<file path="config.mk">
export PLATFORM = sky130hd
export DESIGN_NAME = trig_queue
export DESIGN_NICKNAME = d
export VERILOG_FILES = /design/src/rtl/trig_function_unit_assert.svh /design/src/rtl/trig_pkg.sv /design/src/rtl/trig_queue.sv
export SDC_FILE = /design/constraint.sdc
export NUM_CORES = 1
export LEC_CHECK = 0
export ABC_AREA = 1
export BUFFER_PORTS_ARGS = -buffer_cell sky130_fd_sc_hd__buf_2
export CAP_MARGIN = 20
export CORE_MARGIN = 5
export CORE_UTILIZATION = 35
export DETAILED_ROUTE_END_ITERATION = 8
export PLACE_DENSITY_LB_ADDON = 0.3
export SYNTH_ARGS = -nofsm -noshare
export SYNTH_HDL_FRONTEND = slang
export SYNTH_SLANG_ARGS = --single-unit
export TNS_END_PERCENT = 20
</file>
<file path="constraint.sdc">
create_clock -name clk -period 4.6 [get_ports clk]
set_input_delay 0.92 -clock clk [delete_from_list [all_inputs] [get_ports clk]]
set_output_delay 0.92 -clock clk [all_outputs]
set_load 0.01 [all_outputs]
</file>
<file path="src/rtl/trig_function_unit_assert.svh">
// assertion macros shared by the trig function unit
// expects clk and arst_n in the scope of use
`ifndef TRIG_FUNCTION_UNIT_ASSERT_SVH
`define TRIG_FUNCTION_UNIT_ASSERT_SVH

// condition must never hold outside reset
`define TFU_NEVER(lbl, expr) \
	lbl: assert property (@(posedge clk) disable iff (!arst_n) !(expr)) \
		else $error("trig unit: forbidden condition seen");

// antecedent implies consequent in the same cycle
`define TFU_IMPLY(lbl, ante, cons) \
	lbl: assert property (@(posedge clk) disable iff (!arst_n) (ante) |-> (cons)) \
		else $error("trig unit: implication failed");

`endif

</file>
<file path="src/rtl/trig_pkg.sv">
// shared types, constants and rounding helper for the trig function unit
// no dependencies
package trig_pkg;

	localparam int WORD_BITS = 32;
	localparam int FRAC_BITS = 24;
	localparam int IFRAC     = 30;

	localparam int QDEPTH    = 4;
	localparam int MOD_STEPS = 5;
	localparam int SIN_LAT   = 15;
	localparam int DIV1_NW   = 63;
	localparam int DIV1_DW   = 33;
	localparam int DIV2_NW   = 61;
	localparam int DIV2_DW   = 63;

	// 2*pi at the input fraction width
	localparam logic [31:0] TAU_W = 32'd105414357;

	localparam logic signed [35:0] PI30      = 36'sd3373259426;
	localparam logic signed [35:0] HALF_PI30 = 36'sd1686629713;
	localparam logic signed [35:0] TAU30     = 36'sd6746518852;

	localparam logic signed [31:0] COEF [5] = '{
		32'sd1073741818, -32'sd178956863, 32'sd8947518, -32'sd212681, 32'sd2794
	};

	localparam logic [31:0] MAXW = 32'h7fff_ffff;
	localparam logic [31:0] MINW = 32'h8000_0000;

	typedef enum logic [2:0] {
		K_SIN = 3'd0,
		K_COS = 3'd1,
		K_TAN = 3'd2,
		K_SEC = 3'd3,
		K_CSC = 3'd4,
		K_COT = 3'd5
	} kind_t;

	typedef struct packed {
		logic [2:0]  kind;
		logic        neg;
		logic [31:0] mag;
	} item_t;

	typedef struct packed {
		logic full;
		logic empty;
	} q_stat_t;

	typedef struct packed {
		logic       vld;
		logic [2:0] kind;
	} tag_t;

	typedef struct packed {
		logic               vld;
		logic [2:0]         kind;
		logic               fixed;
		logic               sat;
		logic               qneg;
		logic [31:0]        fix_val;
		logic signed [63:0] q;
	} res_sb_t;

	// divide by 2^sh, round to nearest, ties away from zero
	function automatic logic signed [63:0] rnd_shr(input logic signed [63:0] v,
		input int unsigned sh);
		logic [63:0] m;
		m = v[63] ? 64'(-v) : 64'(v);
		m = ((m >> (sh - 1)) + 64'd1) >> 1;
		return v[63] ? -$signed(m) : $signed(m);
	endfunction

endpackage

</file>
<file path="src/rtl/trig_queue.sv">
// small fifo between the front end and the compute pipeline
// depends on trig_pkg
module trig_queue (
	input  logic              clk,
	input  logic              arst_n,
	input  logic              push,
	input  trig_pkg::item_t   item_in,
	input  logic              pop,
	output trig_pkg::item_t   item_out,
	output trig_pkg::q_stat_t qstat
);

	localparam int PW = $clog2(trig_pkg::QDEPTH);

	trig_pkg::item_t fifo_q [trig_pkg::QDEPTH];
	logic [PW-1:0]   wr_q, rd_q;
	logic [PW:0]     count_q;

	assign qstat.full  = (count_q == (PW+1)'(trig_pkg::QDEPTH));
	assign qstat.empty = (count_q == '0);
	assign item_out    = fifo_q[rd_q];

	always_ff @(posedge clk) begin
		if (push) begin
			fifo_q[wr_q] <= item_in;
		end
	end

	always_ff @(posedge clk or negedge arst_n) begin
		if (!arst_n) begin
			wr_q    <= '0;
			rd_q    <= '0;
			count_q <= '0;
		end else begin
			if (push) begin
				wr_q <= wr_q + 1'b1;
			end
			if (pop) begin
				rd_q <= rd_q + 1'b1;
			end
			case ({push, pop})
				2'b10:   count_q <= count_q + 1'b1;
				2'b01:   count_q <= count_q - 1'b1;
				default: count_q <= count_q;
			endcase
		end
	end

endmodule

</file>
# Yosys cells after proc, flatten, opt, wreduce, memory -nomap -nowiden
# Memory sizes are Yosys's and may differ from the RTL's.
# Cells that the tools add are included.
# word_totals
mem_bits_ro	0
output_inout_bits	38
reg_bits	7
latch_bits	0
ramBits	144
memories	1
in_bits	40
# mem_list
memory	depth	width	read_ports	rd_clocked_by_memory_dff	wr	line	rtl
fifo_q	4	36	1	0	1	trig_queue.sv:15	trig_pkg::item_t fifo_q [trig_pkg::QDEPTH];
# op_classes
n_shift	0
mul	0
addsub	4
n_bitwise	0
order_cmp	0
n_div	0
eq_ne	3
mux	3
n_reduce_logical	2
# op_table
operator	n
3-bit one-hot mux with 2 select lines	1
2-bit by 1-bit adder with 2-bit output, second input constant	2
3-bit by 1-bit adder with 3-bit output, second input constant	1
3-bit equality test, second input constant	1
3-bit zero test	1
3-bit by 1-bit subtractor with 3-bit output, second input constant	1
2-bit by 1-bit equality test with 1-bit output, second input constant	1
2-bit equality test, second input constant	1
1-bit 2-to-1 mux	2
2-bit nonzero test	1

# Depth between registers and ports, before layout
# depth
ltp_word	2
depth_mapped	10

# Worst setup path before layout
# Ideal clock, no wire load.
# synth_timing
kind	input to register
start	input port push
end	memory fifo_q[3][0] (netlist bit), enable pin
t_arrival_ns	1.838
setup_ns	0.391
required_ns	4.209
stages	3
slack_ns	2.372
cell_sequence	buf_2 nand2_1 inv_1
# synth_via
elab_chain_len	2
# synth_rtl
element	line	rtl
start, declared	trig_queue.sv:6	input logic push,
1-bit 2-to-1 mux	trig_queue.sv:24	if (push) begin
1-bit 2-to-1 mux (not written as such)	trig_queue.sv:25	fifo_q[wr_q] <= item_in;
end, declared	trig_queue.sv:15	
# Every way passes these cells.

==> metrics.txt <==
Rel. slew slack=29.94%; Mapped Avg Cell Area=13.26 sq um; CTS H-tree depth=4; largest net degree at the start of global routing=112; share of total power in the clock network=29.7%; ANT cells=0; Post-synth EDFFs=144; io pins=78; PD cells=653.9 nW/um^2; Cells after Synth=468; clock root buffer=clkbuf_16; internal power=3179 uW; synthesized net count=514; max cap viols=0; number of global-route vias before repair=3,591; Post-CTS Hold Buffers=0; initial drt markers=160; Rows=48; Worst EP arrival=2.43 ns; vias=3,514; final setup vio count=0; DRT antenna net count=0; VDD IR max=0.3908 mV; Slew Limit Fails=0; Post-Syn Area=6203 sq um; CTS buffer count=17; layout cell share with drive strength beyond 1=20.58%; CTS tree=done; GPL Wtd Cong=0.7219; Area Overhead vs Synth=16.90%; Via density=4.511; share of total power in combinational logic=26.5%; r2r worst-path depth=4; most common cell in the netlist=edfxtp_1; I/O Buffers=77; Slew @ Worst Pin=1.051 ns; Pleak=0.002929 uW; Pre-Repair DR Iteration Count=4; remaining global-route overflow=0; die height=143.1 um; fmax=0.2981 GHz; Worst Path Max Fanout=111; Total Nets Final=587; DR DRC count=0; outcome=finished, final reports clean; Yosys reg bits=151; core area=17,360 sq um; final hold slack=0.3278 ns; sum of negative setup slack=0 ns; Sink Count=151; ys async rst share=4.636%; Hold Fails Final Rpt=0; top post-synthesis cells by area=edfxtp_1 (70%), o211ai_1 (8.7%), nand2_1 (7.2%), inv_1 (5.1%), dfrtp_1 (2.8%); YS warnings=0; Post-CTS Setup Inserts=0; Clock Skew=0.006388 ns; period utilisation layout=72.93%; Tot GR Track Use=11.96%; first-pass GRT wire length=18.24 mm; die area=20,490 sq um; RSZ-0062 raised after global routing=no; area leader, netlist=edfxtp_1; sequential share of power=43.8%; minimum clock period=3.355 ns; Max Root-Sink Buffers=2; post-synthesis sequential area ratio=72.53%; CP Launch Type=flop; final wirelength=11.56 mm; Switching Share=32.96%; initial antenna violation count=2; Initial Utilization=35.74%; path type of the worst setup path=flop to primary output; clock transition at the registers of the reported paths=0.06 ns; top-area cell type share of the netlist area=69.71%; DR WL/cell=14.84 um; most frequent cells after synthesis=edfxtp_1 (144), nand2_1 (119), inv_1 (85); sw power=1563 uW; Worst EP required=3.68 ns; Post-DP HPWL=6.706 mm; Die X=143.1 um; Unique masters post-synth=18; endpoint type of the worst setup path=primary output; worst hold-check path type=input port to async pin; clk_lat worst skew=0.42 ns; dominant synthesized flop cell=edfxtp_1; Post-CTS Resized=0
==> final timing paths <==
| check | startpoint | end | slack, ns |
|---|---|---|---|
| worst max register to register | wr_q[1]$_DFFE_PN0P_ | fifo_q[1][17]$_DFFE_PP_ | 2.78 |
| max in group asynchronous | arst_n | rd_q[0]$_DFFE_PN0P_ | 4.09 |
| worst max-delay path | rd_q[0]$_DFFE_PN0P_ | item_out[18] | 1.25 |
| worst min-delay path | arst_n | count_q[1]$_DFFE_PN0P_ | 0.33 |
| worst min register to register | count_q[2]$_DFFE_PN0P_ | count_q[2]$_DFFE_PN0P_ | 0.51 |
| min in group clk | count_q[2]$_DFFE_PN0P_ | count_q[2]$_DFFE_PN0P_ | 0.51 |
==> worst max-delay path: stages (launching register included) <==
cell	delay, ns
dfrtp_4	1.12
buf_4	0.46
nand2_1	0.09
o211ai_1	0.09
nand2_1	0.07
buf_2	0.14
==> power by group through the flow <==
stage / Clock, uW / Combinational, uW / Sequential, uW
2_1_floorplan: 0 / 1110 / 1890
3_3_place_gp: 0 / 1270 / 2100
3_5_place_dp: 0 / 1300 / 2110
4_1_cts: 1440 / 1300 / 2090
5_1_grt: 1510 / 1430 / 2120
6_report: 1410 / 1260 / 2080
==> logic make-up (layout without fill, tap and decap cells) <==
kind of cell | count (synthesis) | after routing | share of synthesized area (%)
DFF | 151 | 151 | 72.53
and+or+nand+nor | 123 | 123 | 7.543
buffers and inverters | 110 | 196 | 9.157
AOI/OAI and AO/OA | 74 | 74 | 8.875
adders and majority gates | 6 | 6 | 1.331
xor gates and xnor gates | 4 | 4 | 0.5648
==> layout make-up <==
type                    instances  area, sq um
well taps                     225        281.5
fillers                      1581        10100
inverters                      86        325.3
flip-flops and latches        151         4504
clock buffers                  18        429.2
multi-input cells             207         1136
repair buffers                 78        392.9
clock inverters                14        182.7
==> sequential cells by signal, indices dropped and copies added, names as in the netlist <==
register,flops
fifo_q,144
count_q,3
rd_q,2
wr_q,2
==> layer usage <==
layer  routed length, um  vias to the layer above  track usage (%)
met3                 699                       19            5.191
met4                 146                        4            4.052
met5                  19                        -                0
met2                5615                       71            18.84
li1                    -                     1757                -
met1                5078                     1663            14.85
==> per-stage QoR <==
stage	setup slack (ns)	cell area [sq um]	std cells	power, uW	utilization [%]
after floorplan	2.372	6203	468	3006	-
after global placement	1.739	6640	747	3371	38.26
after detailed placement	1.668	6640	747	3414	38.26
after CTS	1.208	7252	779	4833	41.78
after global routing	1.005	7252	779	5067	41.78
final	1.245	7252	779	4742	41.78
==> cell usage in the layout, fill, tap and decap left out <==
| master | instances |
|---|---|
| buf_2 | 77 |
| buf_4 | 1 |
| bufinv_16 | 4 |
| clkbuf_1 | 1 |
| clkbuf_16 | 17 |
| clkinv_1 | 2 |
| clkinv_2 | 3 |
| clkinv_4 | 2 |
| clkinvlp_4 | 3 |
| dfrtp_1 | 5 |
| dfrtp_2 | 1 |
| dfrtp_4 | 1 |
| edfxtp_1 | 144 |
| fa_1 | 1 |
| ha_1 | 5 |
| inv_1 | 81 |
| inv_2 | 4 |
| inv_4 | 1 |
| nand2_1 | 119 |
| nand3_1 | 1 |
| nand4_1 | 1 |
| nor3_1 | 2 |
| o211ai_1 | 72 |
| o21ai_0 | 2 |
| xnor2_1 | 1 |
| xor2_1 | 3 |
(Power assumes the default switching activity.)
