### src/rtl/trig_function_unit_assert.svh
// assertion macros shared by the trig function unit
// expects clk and arst_n in the scope of use
`ifndef TRIG_FUNCTION_UNIT_ASSERT_SVH
`define TRIG_FUNCTION_UNIT_ASSERT_SVH

// condition must never hold outside reset
`define TFU_NEVER(lbl, expr) \
	lbl: assert property (@(posedge clk) disable iff (!arst_n) !(expr)) \
		else $error("trig unit: forbidden condition seen");

// antecedent implies consequent in the same cycle
`define TFU_IMPLY(lbl, ante, cons) \
	lbl: assert property (@(posedge clk) disable iff (!arst_n) (ante) |-> (cons)) \
		else $error("trig unit: implication failed");

`endif

### src/rtl/trig_pkg.sv
// shared types, constants and rounding helper for the trig function unit
// no dependencies
package trig_pkg;

	localparam int WORD_BITS = 32;
	localparam int FRAC_BITS = 24;
	localparam int IFRAC     = 30;

	localparam int QDEPTH    = 4;
	localparam int MOD_STEPS = 5;
	localparam int SIN_LAT   = 15;
	localparam int DIV1_NW   = 63;
	localparam int DIV1_DW   = 33;
	localparam int DIV2_NW   = 61;
	localparam int DIV2_DW   = 63;

	// 2*pi at the input fraction width
	localparam logic [31:0] TAU_W = 32'd105414357;

	localparam logic signed [35:0] PI30      = 36'sd3373259426;
	localparam logic signed [35:0] HALF_PI30 = 36'sd1686629713;
	localparam logic signed [35:0] TAU30     = 36'sd6746518852;

	localparam logic signed [31:0] COEF [5] = '{
		32'sd1073741818, -32'sd178956863, 32'sd8947518, -32'sd212681, 32'sd2794
	};

	localparam logic [31:0] MAXW = 32'h7fff_ffff;
	localparam logic [31:0] MINW = 32'h8000_0000;

	typedef enum logic [2:0] {
		K_SIN = 3'd0,
		K_COS = 3'd1,
		K_TAN = 3'd2,
		K_SEC = 3'd3,
		K_CSC = 3'd4,
		K_COT = 3'd5
	} kind_t;

	typedef struct packed {
		logic [2:0]  kind;
		logic        neg;
		logic [31:0] mag;
	} item_t;

	typedef struct packed {
		logic full;
		logic empty;
	} q_stat_t;

	typedef struct packed {
		logic       vld;
		logic [2:0] kind;
	} tag_t;

	typedef struct packed {
		logic               vld;
		logic [2:0]         kind;
		logic               fixed;
		logic               sat;
		logic               qneg;
		logic [31:0]        fix_val;
		logic signed [63:0] q;
	} res_sb_t;

	// divide by 2^sh, round to nearest, ties away from zero
	function automatic logic signed [63:0] rnd_shr(input logic signed [63:0] v,
		input int unsigned sh);
		logic [63:0] m;
		m = v[63] ? 64'(-v) : 64'(v);
		m = ((m >> (sh - 1)) + 64'd1) >> 1;
		return v[63] ? -$signed(m) : $signed(m);
	endfunction

endpackage

### src/rtl/trig_front.sv
// front end: takes input beats and splits the angle into sign and magnitude
// depends on trig_pkg
module trig_front (
	input  logic                 s_tvalid,
	output logic                 s_tready,
	input  logic [31:0]          s_tdata,  // angle
	input  logic [2:0]           s_tuser,  // kind
	input  trig_pkg::q_stat_t    qstat,
	output logic                 push,
	output trig_pkg::item_t      item
);

	assign s_tready = !qstat.full;
	assign push     = s_tvalid && !qstat.full;

	always_comb begin
		item.kind = s_tuser;
		item.neg  = s_tdata[31];
		item.mag  = s_tdata[31] ? 32'(-s_tdata) : s_tdata;
	end

endmodule

### config.mk
export PLATFORM = sky130hd
export DESIGN_NAME = trig_front
export DESIGN_NICKNAME = d
export VERILOG_FILES = /design/src/rtl/trig_function_unit_assert.svh /design/src/rtl/trig_pkg.sv /design/src/rtl/trig_front.sv
export SDC_FILE = /design/constraint.sdc
export NUM_CORES = 1
export LEC_CHECK = 0
export BUFFER_PORTS_ARGS = -buffer_cell sky130_fd_sc_hd__buf_2
export CORE_UTILIZATION = 36
export DETAILED_ROUTE_END_ITERATION = 16
export GPL_TIMING_DRIVEN = 0
export PLACE_DENSITY = 0.9
export SLEW_MARGIN = 20
export SYNTH_ARGS = -nofsm -noshare
export SYNTH_HDL_FRONTEND = slang
export SYNTH_SLANG_ARGS = --single-unit
### constraint.sdc
create_clock -name vclk -period 1.1
set_clock_uncertainty 0.05 [all_clocks]
set_input_delay 0.055 -clock vclk [all_inputs]
set_output_delay 0.055 -clock vclk [all_outputs]
set_load 0.01 [all_outputs]
== Word level (Yosys, flattened, before mapping) ==
Cells that the tools add are included.

* Reduce and logical (&&, ||, !) cells: 2
* Add/sub/neg operators: 1
* Mux-type cells: 1

{| class="wikitable"
|+ Operators by type and width
! cell !! number
|-
| two-way mux 32 bit || 1
|-
| negation 32 bit || 1
|-
| logical AND 1 bit || 1
|-
| logical NOT 1 bit || 1
|}

* Input port bits: 38
* Flip-flop bits (word level): 0

== Longest topological paths before layout ==
Gate-level depths: netlist (run 1).

* Depth in word-level cells: 2
* Mapped depth: 6
* Mapped depth without buffers: 6

== Least setup slack after synthesis (run 1) ==
Ideal clock, no wire load.

* Kind: input to output
* Start point: in s_tdata[1]
* End point: out item[28] (netlist bit)
* Path buffers: 0
* Arrival time: 1199 ps
* Data required time: 995 ps
* Stages on the path: 6
* Slack: -204 ps
* Cells stage by stage: inv_1 -> ha_1 -> nor4b_4 -> nand4_2 -> o41ai_2 -> xnor2_1

{| class="wikitable"
|+ RTL lines
! item !! line !! RTL
|-
| start, declared || trig_front.sv:6 || <nowiki>input logic [31:0] s_tdata,</nowiki>
|-
| end, declared || trig_front.sv:10 || <nowiki>output trig_pkg::item_t item</nowiki>
|}

==> results.txt, run 1 <==
- Counting every instance in the synthesized netlist gives about 100.
- Number of endpoints with negative hold slack in the final report: 0
- Worst Setup End Kind: output pin
* Tightest Hold Check Type: input pin to output pin
- Total Routed Length: 3360 um
- Height of the die: 49.9 um
* Static leakage: 0.809 nW
- For this configuration, the core starts out at a cell density of between 40% and 50%.
* Number of buffers added to fix hold violations after cts: 0
- The Yosys step of the flow raised 0 warnings.
- Port buffering added 72 buffers.
- After detailed routing, the average wire length per cell comes to 15.1 um.
* Kind of start point of the critical path: input pin
- Slew @ Worst Pin: 0.490 ns
- Portion of total power attributed to sequential cells: 0%
- After global routing the overflow that remains totals 0.
* Register area share after synthesis: 0%
- Setup violations remaining at the end of the flow were counted as 28.
- The count of cells in the finished layout, fillers not included, comes to 223.
- Top-level I/O count: 76
- Of all nets on the critical path, the largest fanout is 3.
- Across all layers, the routed design uses 1210 vias.
- The filler cells instantiated in the layout total 106.
- GRT Util Overall: 24.8%
* Min-Delay Endpoint: item[34]
- After the last flow step, the layout net total stands at approximately 240.
- Worst setup slack after placement: -0.614 ns
- Summed over all nets, the half-perimeter wirelength after detailed placement is about 2200 um.
- In the routed design, unresolved DRC markers number 0.
- Worst EP arrival: 1.54 ns
* Setup repair after global routing missed its margin: yes
* Switching part of the total power: 50.5%
- Post-route worst setup slack: -0.543 ns
- Clock buffer instance count of the final layout: 0
- The average instance in the mapped netlist occupies 7.95 um^2.
- Remaining antenna violation count after routing: 0
- Total power for the finished layout comes to 0.000721 W.
* DRC marker count from the first detailed-route iteration: 9
* Placement row count: 16
- In this run the power density over the cells is 396 nW/um^2.
- End-of-flow core utilization: between 80% and 90%
- The number of global-route vias before repair came to 1139.
- The post-route netlist has approximately 74% of its cells at a drive strength greater than 1.
- The worst hold path was traced through 2 stages.
* Net count of the mapped netlist: 143
* Final-layout setup total negative slack: -9.73 ns
- Highest Clock Rate: approximately 0.61 GHz
* Tmin final: 1.64 ns
- Horizontal die dimension: 49.9 um
- Per report_power, the clock group accounts for 0% of the total.
- The initial antenna violation count was 0.
- Most common cell after layout, fill and taps aside: sky130_fd_sc_hd__buf_2
* Wire length of the first global-routing pass: 4970 um
* Max rail drop VDD: 0.349 mV
- For this design the total switching power over the nets is 0.000364 W.
* Outcome: finished with violations
- Entering global routing, the biggest net connects 11 pins.
* Fin crit share: 149%
* Worst max-slew margin expressed relative to the limit: roughly two thirds
- Logic pwr share: 100.0%
- The synthesized netlist occupies a cell area of 827 um^2.
- The checks that failed: negative setup slack.
* Synth-to-layout area growth: 120%
- Across the run, the number of max-cap violations was 0.
- Diode insertion count for antenna repair: 0
- Average vias per placed instance: between 5 and 6
* Worst endpoint required time: 1.00 ns
* Die area: ~2500 um^2
- Placer congestion estimate: just under 0.8
- The startpoint identified for the worst hold timing path is s_tuser[1].
* Register Area: 0 um^2
- In the layout the commonest cells are sky130_fd_sc_hd__buf_2, sky130_fd_sc_hd__xnor2_1, sky130_fd_sc_hd__buf_4.
* CORE AREA: 2060 um^2
- Netlist cell types: 29
- The first TritonRoute pass finished after 4 iterations.
* Max Transition Viols Final: 0
* Pint: 0.000357 W
- Once placement completed, the tool counted placed cells totaling 203.
- Seq cells: 0
- The critical path starts at s_tdata[0].
* Kind of critical path: input pin to output pin
==> kinds of logic after synthesis <==
kind of cell	count (synthesis)	share of synthesized area (%)
AOI/OAI and AO/OA	24	26.9
buffers and inverters	13	8.32
adders and majority gates	1	1.51
and+or+nand+nor	37	32.5
xor gates and xnor gates	29	30.7
==> cells in the mapped netlist (all sizes together) <==
cell     n  area (um^2)
xnor2   29          254
o41ai    6         97.6
nand4    3         25.0
clkbuf   1         3.75
or3      3         18.8
nor3     7         56.3
nand2   11         43.8
nor2     1         3.75
or2      1         6.26
o31ai   14          105
nand2b   2         12.5
o21ai    4         20.0
nand3b   2         15.0
nor4     2         33.8
inv      4         15.0
buf      8         50.1
nor4b    1         23.8
ha       1         12.5
nand4b   1         8.76
nand3    1         5.00
nor2b    1         6.26
nor4bb   1         10.0
==> critical path: stages <==
cell	delay, ns
sky130_fd_sc_hd__buf_8	0.10
sky130_fd_sc_hd__inv_4	0.05
sky130_fd_sc_hd__ha_4	0.12
sky130_fd_sc_hd__nor4b_4	0.21
sky130_fd_sc_hd__buf_4	0.18
sky130_fd_sc_hd__nand4_1	0.18
sky130_fd_sc_hd__o31ai_2	0.30
sky130_fd_sc_hd__xnor2_1	0.16
sky130_fd_sc_hd__buf_2	0.16
==> worst max path at each step <==
stage	to	slack [ns]	cells after the start
after detailed placement	item[28]	-0.61	8
after global routing	item[16]	-0.64	9
after global placement	item[28]	-0.56	8
final	item[16]	-0.54	9
after floorplan	item[28]	-0.16	6
after CTS	item[28]	-0.49	9
==> layer usage <==
metal	GRT usage [%]	wire length [um]
met3	0.926	178
met5	0	0
met2	51.8	1900
met1	27.1	1250
met4	3.33	42
==> power by group through the flow <==
stage / combinational (W) / clock (W) / sequential (W)
2_1_floorplan: 0.000311 / 0 / 0
3_3_place_gp: 0.000572 / 0 / 0
3_5_place_dp: 0.000587 / 0 / 0
4_1_cts: 0.000665 / 0 / 0
5_1_grt: 0.000768 / 0 / 0
6_report: 0.000721 / 0 / 0
==> cell type report <==
class                      instances  area (um^2)  share of cell area, %
timing repair buffer              92          608                   33.4
multi-input combinational         91         1070                   59.1
buffer                             9         72.6                   3.99
inverter                           4         30.0                   1.65
tap                               27         33.8                   1.86
==> repair_timing <==
action                                  4_1_cts  5_1_grt
setup buffers                                 9       11
pin swaps                                    15       13
endpoints found under the setup margin       29       27
gates resized for setup                      49       18
==> stage by stage <==
step                instance area [um^2]  hold WS (ns)
floorplan                            988        0.0881
global placement                    1380         0.245
detailed placement                  1380         0.244
CTS                                 1640         0.245
global route                        1820         0.248
finish                              1820         0.243
(Power assumes the default switching activity.)
==> run 2, diff against run 1 <==
Settings changed: REMOVE_ABC_BUFFERS from default to 1.
==> run 2 against run 1 <==
- the run still ends with negative setup slack left
- critical path depth down 1
- combinational power decreased by 16%
- via count decreased by 8.3%
- core utilization down 15 points
- fmax grew 1.8%
- final cell count down 5.8%
- setup slack improved by 0.029 ns
- routed wire length is 13% lower
- first-iteration DRC count is 22% higher
- sequential cell count did not move
- cell area decreased by 17%
- clock-buffer cell count unchanged
==> results.txt, run 2 (synthesized netlist as in run 1, its figures left out) <==
* Wire length per cell: 14.0 um (-7.1%)
- The area growth from synthesis to layout is 82.8%.
* Worst EP arrival: 1.51 ns (-0.03 ns)
* Vias: 1109 (-8.3%)
- The checks that failed: negative setup slack.
- The count of final hold-check violations is 0 (unchanged).
* Most common cell after layout, fill and taps aside: sky130_fd_sc_hd__buf_2
- Register Area: 0 um^2 (unchanged)
- Remaining antenna violation count after routing: 0 (unchanged)
* Cell-by-cell trace of the critical path: buf_8 -> buf_4 -> nor3_4 -> nand4_1 -> buf_6 -> o31ai_1 -> xnor2_1 -> buf_2
* Clock buffer instance count of the final layout: 0 (unchanged)
- The worst setup path is captured at an output pin.
* Initial DRT Pass Iterations: 4 (unchanged)
- Slew @ Worst Pin: 0.420 ns (-0.0697 ns)
- The number of setup violations in the final report was 29 (+3.6%).
- The post-detailed-placement half-perimeter wirelength was 1910 um (-14%).
- Largest incremental delay on the critical path: 0.32 ns (+0.02 ns)
* Port Buffer Count: 69 (-4.2%)
- By startpoint and endpoint, the worst setup path is classified as input pin to output pin.
- The peak supply drop was 0.300 mV (-14%).
- The highest attainable clock frequency is 0.620 GHz (+1.8%).
- The initial antenna violation count was 0 (unchanged).
* GRT Util Overall: 21.4% (-3.4 points)
- Max Transition Viols Final: 0 (unchanged)
- Maximum number of pins on one net before global-route repair: 34 (+23)
* Crit. Startpoint: s_tdata[1]
- Worst-path cell with the longest stage delay: sky130_fd_sc_hd__o31ai_1
* Final-layout setup total negative slack: -9.66 ns (+0.0729 ns)
- The number of standard cells in the layout, taps in and fillers out came to 210 (-5.8%).
- The fraction of final layout cells with drive strength greater than 1 came to 65.0% (-9.5 points).
- Kind of start point of the critical path: input pin
- The die span in y came to 49.9 um (unchanged).
* CORE AREA: 2060 um^2 (unchanged)
- The sequential cell count of the final layout came to 0 (unchanged).
- Wire length of the first global-routing pass: 4310 um (-13%)
- Tmin final: 1.61 ns (-0.0293 ns)
- The total overflow reported by the global router was 0 (unchanged).
* DRC marker count from the first detailed-route iteration: 11 (+2)
- The path class of the tightest hold or removal check is input pin to output pin.
- Fin crit share: 147% (-2.7 points)
- Total of max-cap violations: 0 (unchanged)
- The die outline width is 49.9 um (unchanged).
- Average vias per placed instance: 5.28 (-2.7%)
* Worst endpoint required time: 1.00 ns (about the same)
- The area of the die is 2490 um^2 (unchanged).
- The worst hold-check slack was 0.0601 ns (-0.183 ns).
- The remaining routing DRC violations was 0 (unchanged).
- Fill count: 185 (+75%)
- The floorplan row count came to 16 (unchanged).
* Setup repair after global routing missed its margin: yes
- The total I/O pin count came to 76 (unchanged).
- The flow ran to the end, but the final reports show violations.
* Diode insertion count for antenna repair: 0 (unchanged)
- Post-route worst setup slack: -0.514 ns (+0.0293 ns)
* Worst max-slew margin expressed relative to the limit: 72.0% (+4.6 points)
- The leakage dissipation is 0.648 nW (-20%).
* Number of global-route vias before repair: 995 (-13%)
- The area taken by multi-input logic gates is 911 um^2 (-15%).
- Max Fanout on Critical Path: 6 (+3)
- The library cells used most frequently in the layout, excluding fill and tap cells, are sky130_fd_sc_hd__buf_2, sky130_fd_sc_hd__xnor2_1, sky130_fd_sc_hd__buf_4.
- Total Routed Length: 2940 um (-13%)
* Capturing instance or port of the critical path: item[17]
- Placer congestion estimate: 0.790 (+1.1%)
- Number of placed cells counting well taps: 191 (-5.9%)
- Power Dens Cells: 402 nW/um^2 (+1.5%)
- The starting density of the core is 40.1% (unchanged).
- Number of nets in the final layout: 224 (-5.5%)
==> run 2: changes by cell type in the layout (fill, tap and decap cells not counted), sizes merged <==
cell,previous run,this run
clkdlybuf4s15,1,0
nand2,11,12
buf,100,87
==> run 2: worst min-delay path by stage <==
| stage | from | end | slack (ns) | cells past startpoint |
|---|---|---|---|---|
| 2_1_floorplan | s_tdata[0] | item[0] | 0.06 | 0 |
| 3_3_place_gp | s_tuser[0] | item[33] | 0.06 | 0 |
| 3_5_place_dp | s_tuser[0] | item[33] | 0.06 | 0 |
| 4_1_cts | s_tuser[0] | item[33] | 0.06 | 0 |
| 5_1_grt | s_tuser[0] | item[33] | 0.06 | 0 |
| 6_report | s_tuser[1] | item[34] | 0.06 | 0 |
==> run 2: what timing repair did <==
action                                  in CTS  in global routing
gates resized for setup                     31                 22
setup buffers                               11                  6
hold endpoints to repair                     0                  0
pin swaps                                   13                 15
endpoints found under the setup margin      26                 27
cloned                                       1                  1
hold buffers                                 0                  0
==> run 2: metrics by stage <==
stage | total power, W | util [%] | setup slack, ns | instance area [um^2]
after global placement | 0.000499 | 55.9 | -0.784 | 1150
after detailed placement | 0.000508 | 55.9 | -0.799 | 1150
after floorplan | 0.000249 | - | -0.300 | 773
after CTS | 0.000570 | 66.1 | -0.536 | 1360
final | 0.000608 | 73.3 | -0.514 | 1510
after global routing | 0.000656 | 73.3 | -0.584 | 1510
==> run 2: report_power, final <==
part,internal [W],leakage [nW],switching [W],total [W]
combinational,0.000298,0.648,0.000310,0.000608
clock,0,0,0,0
sequential,0,0,0,0
==> run 2: worst max-delay path, delay by kind of cell <==
family | cells | cell delay, ns
compound gates | 1 | 0.32
xor+xnor | 1 | 0.18
buf+inv | 4 | 0.59
simple gates | 2 | 0.37
==> run 2: routing by layer <==
layer / GRT usage [%] / wire length, um
met1: 24.2 / 1180
met2: 41.9 / 1560
met3: 1.23 / 107
met4: 6.19 / 98
met5: 0 / 0
==> run 2: cell type report <==
class                      count  share of cell area [%]
tap                           27                    2.24
inverter                       4                    1.32
multi-input combinational     92                    60.3
timing repair buffer          87                    36.2
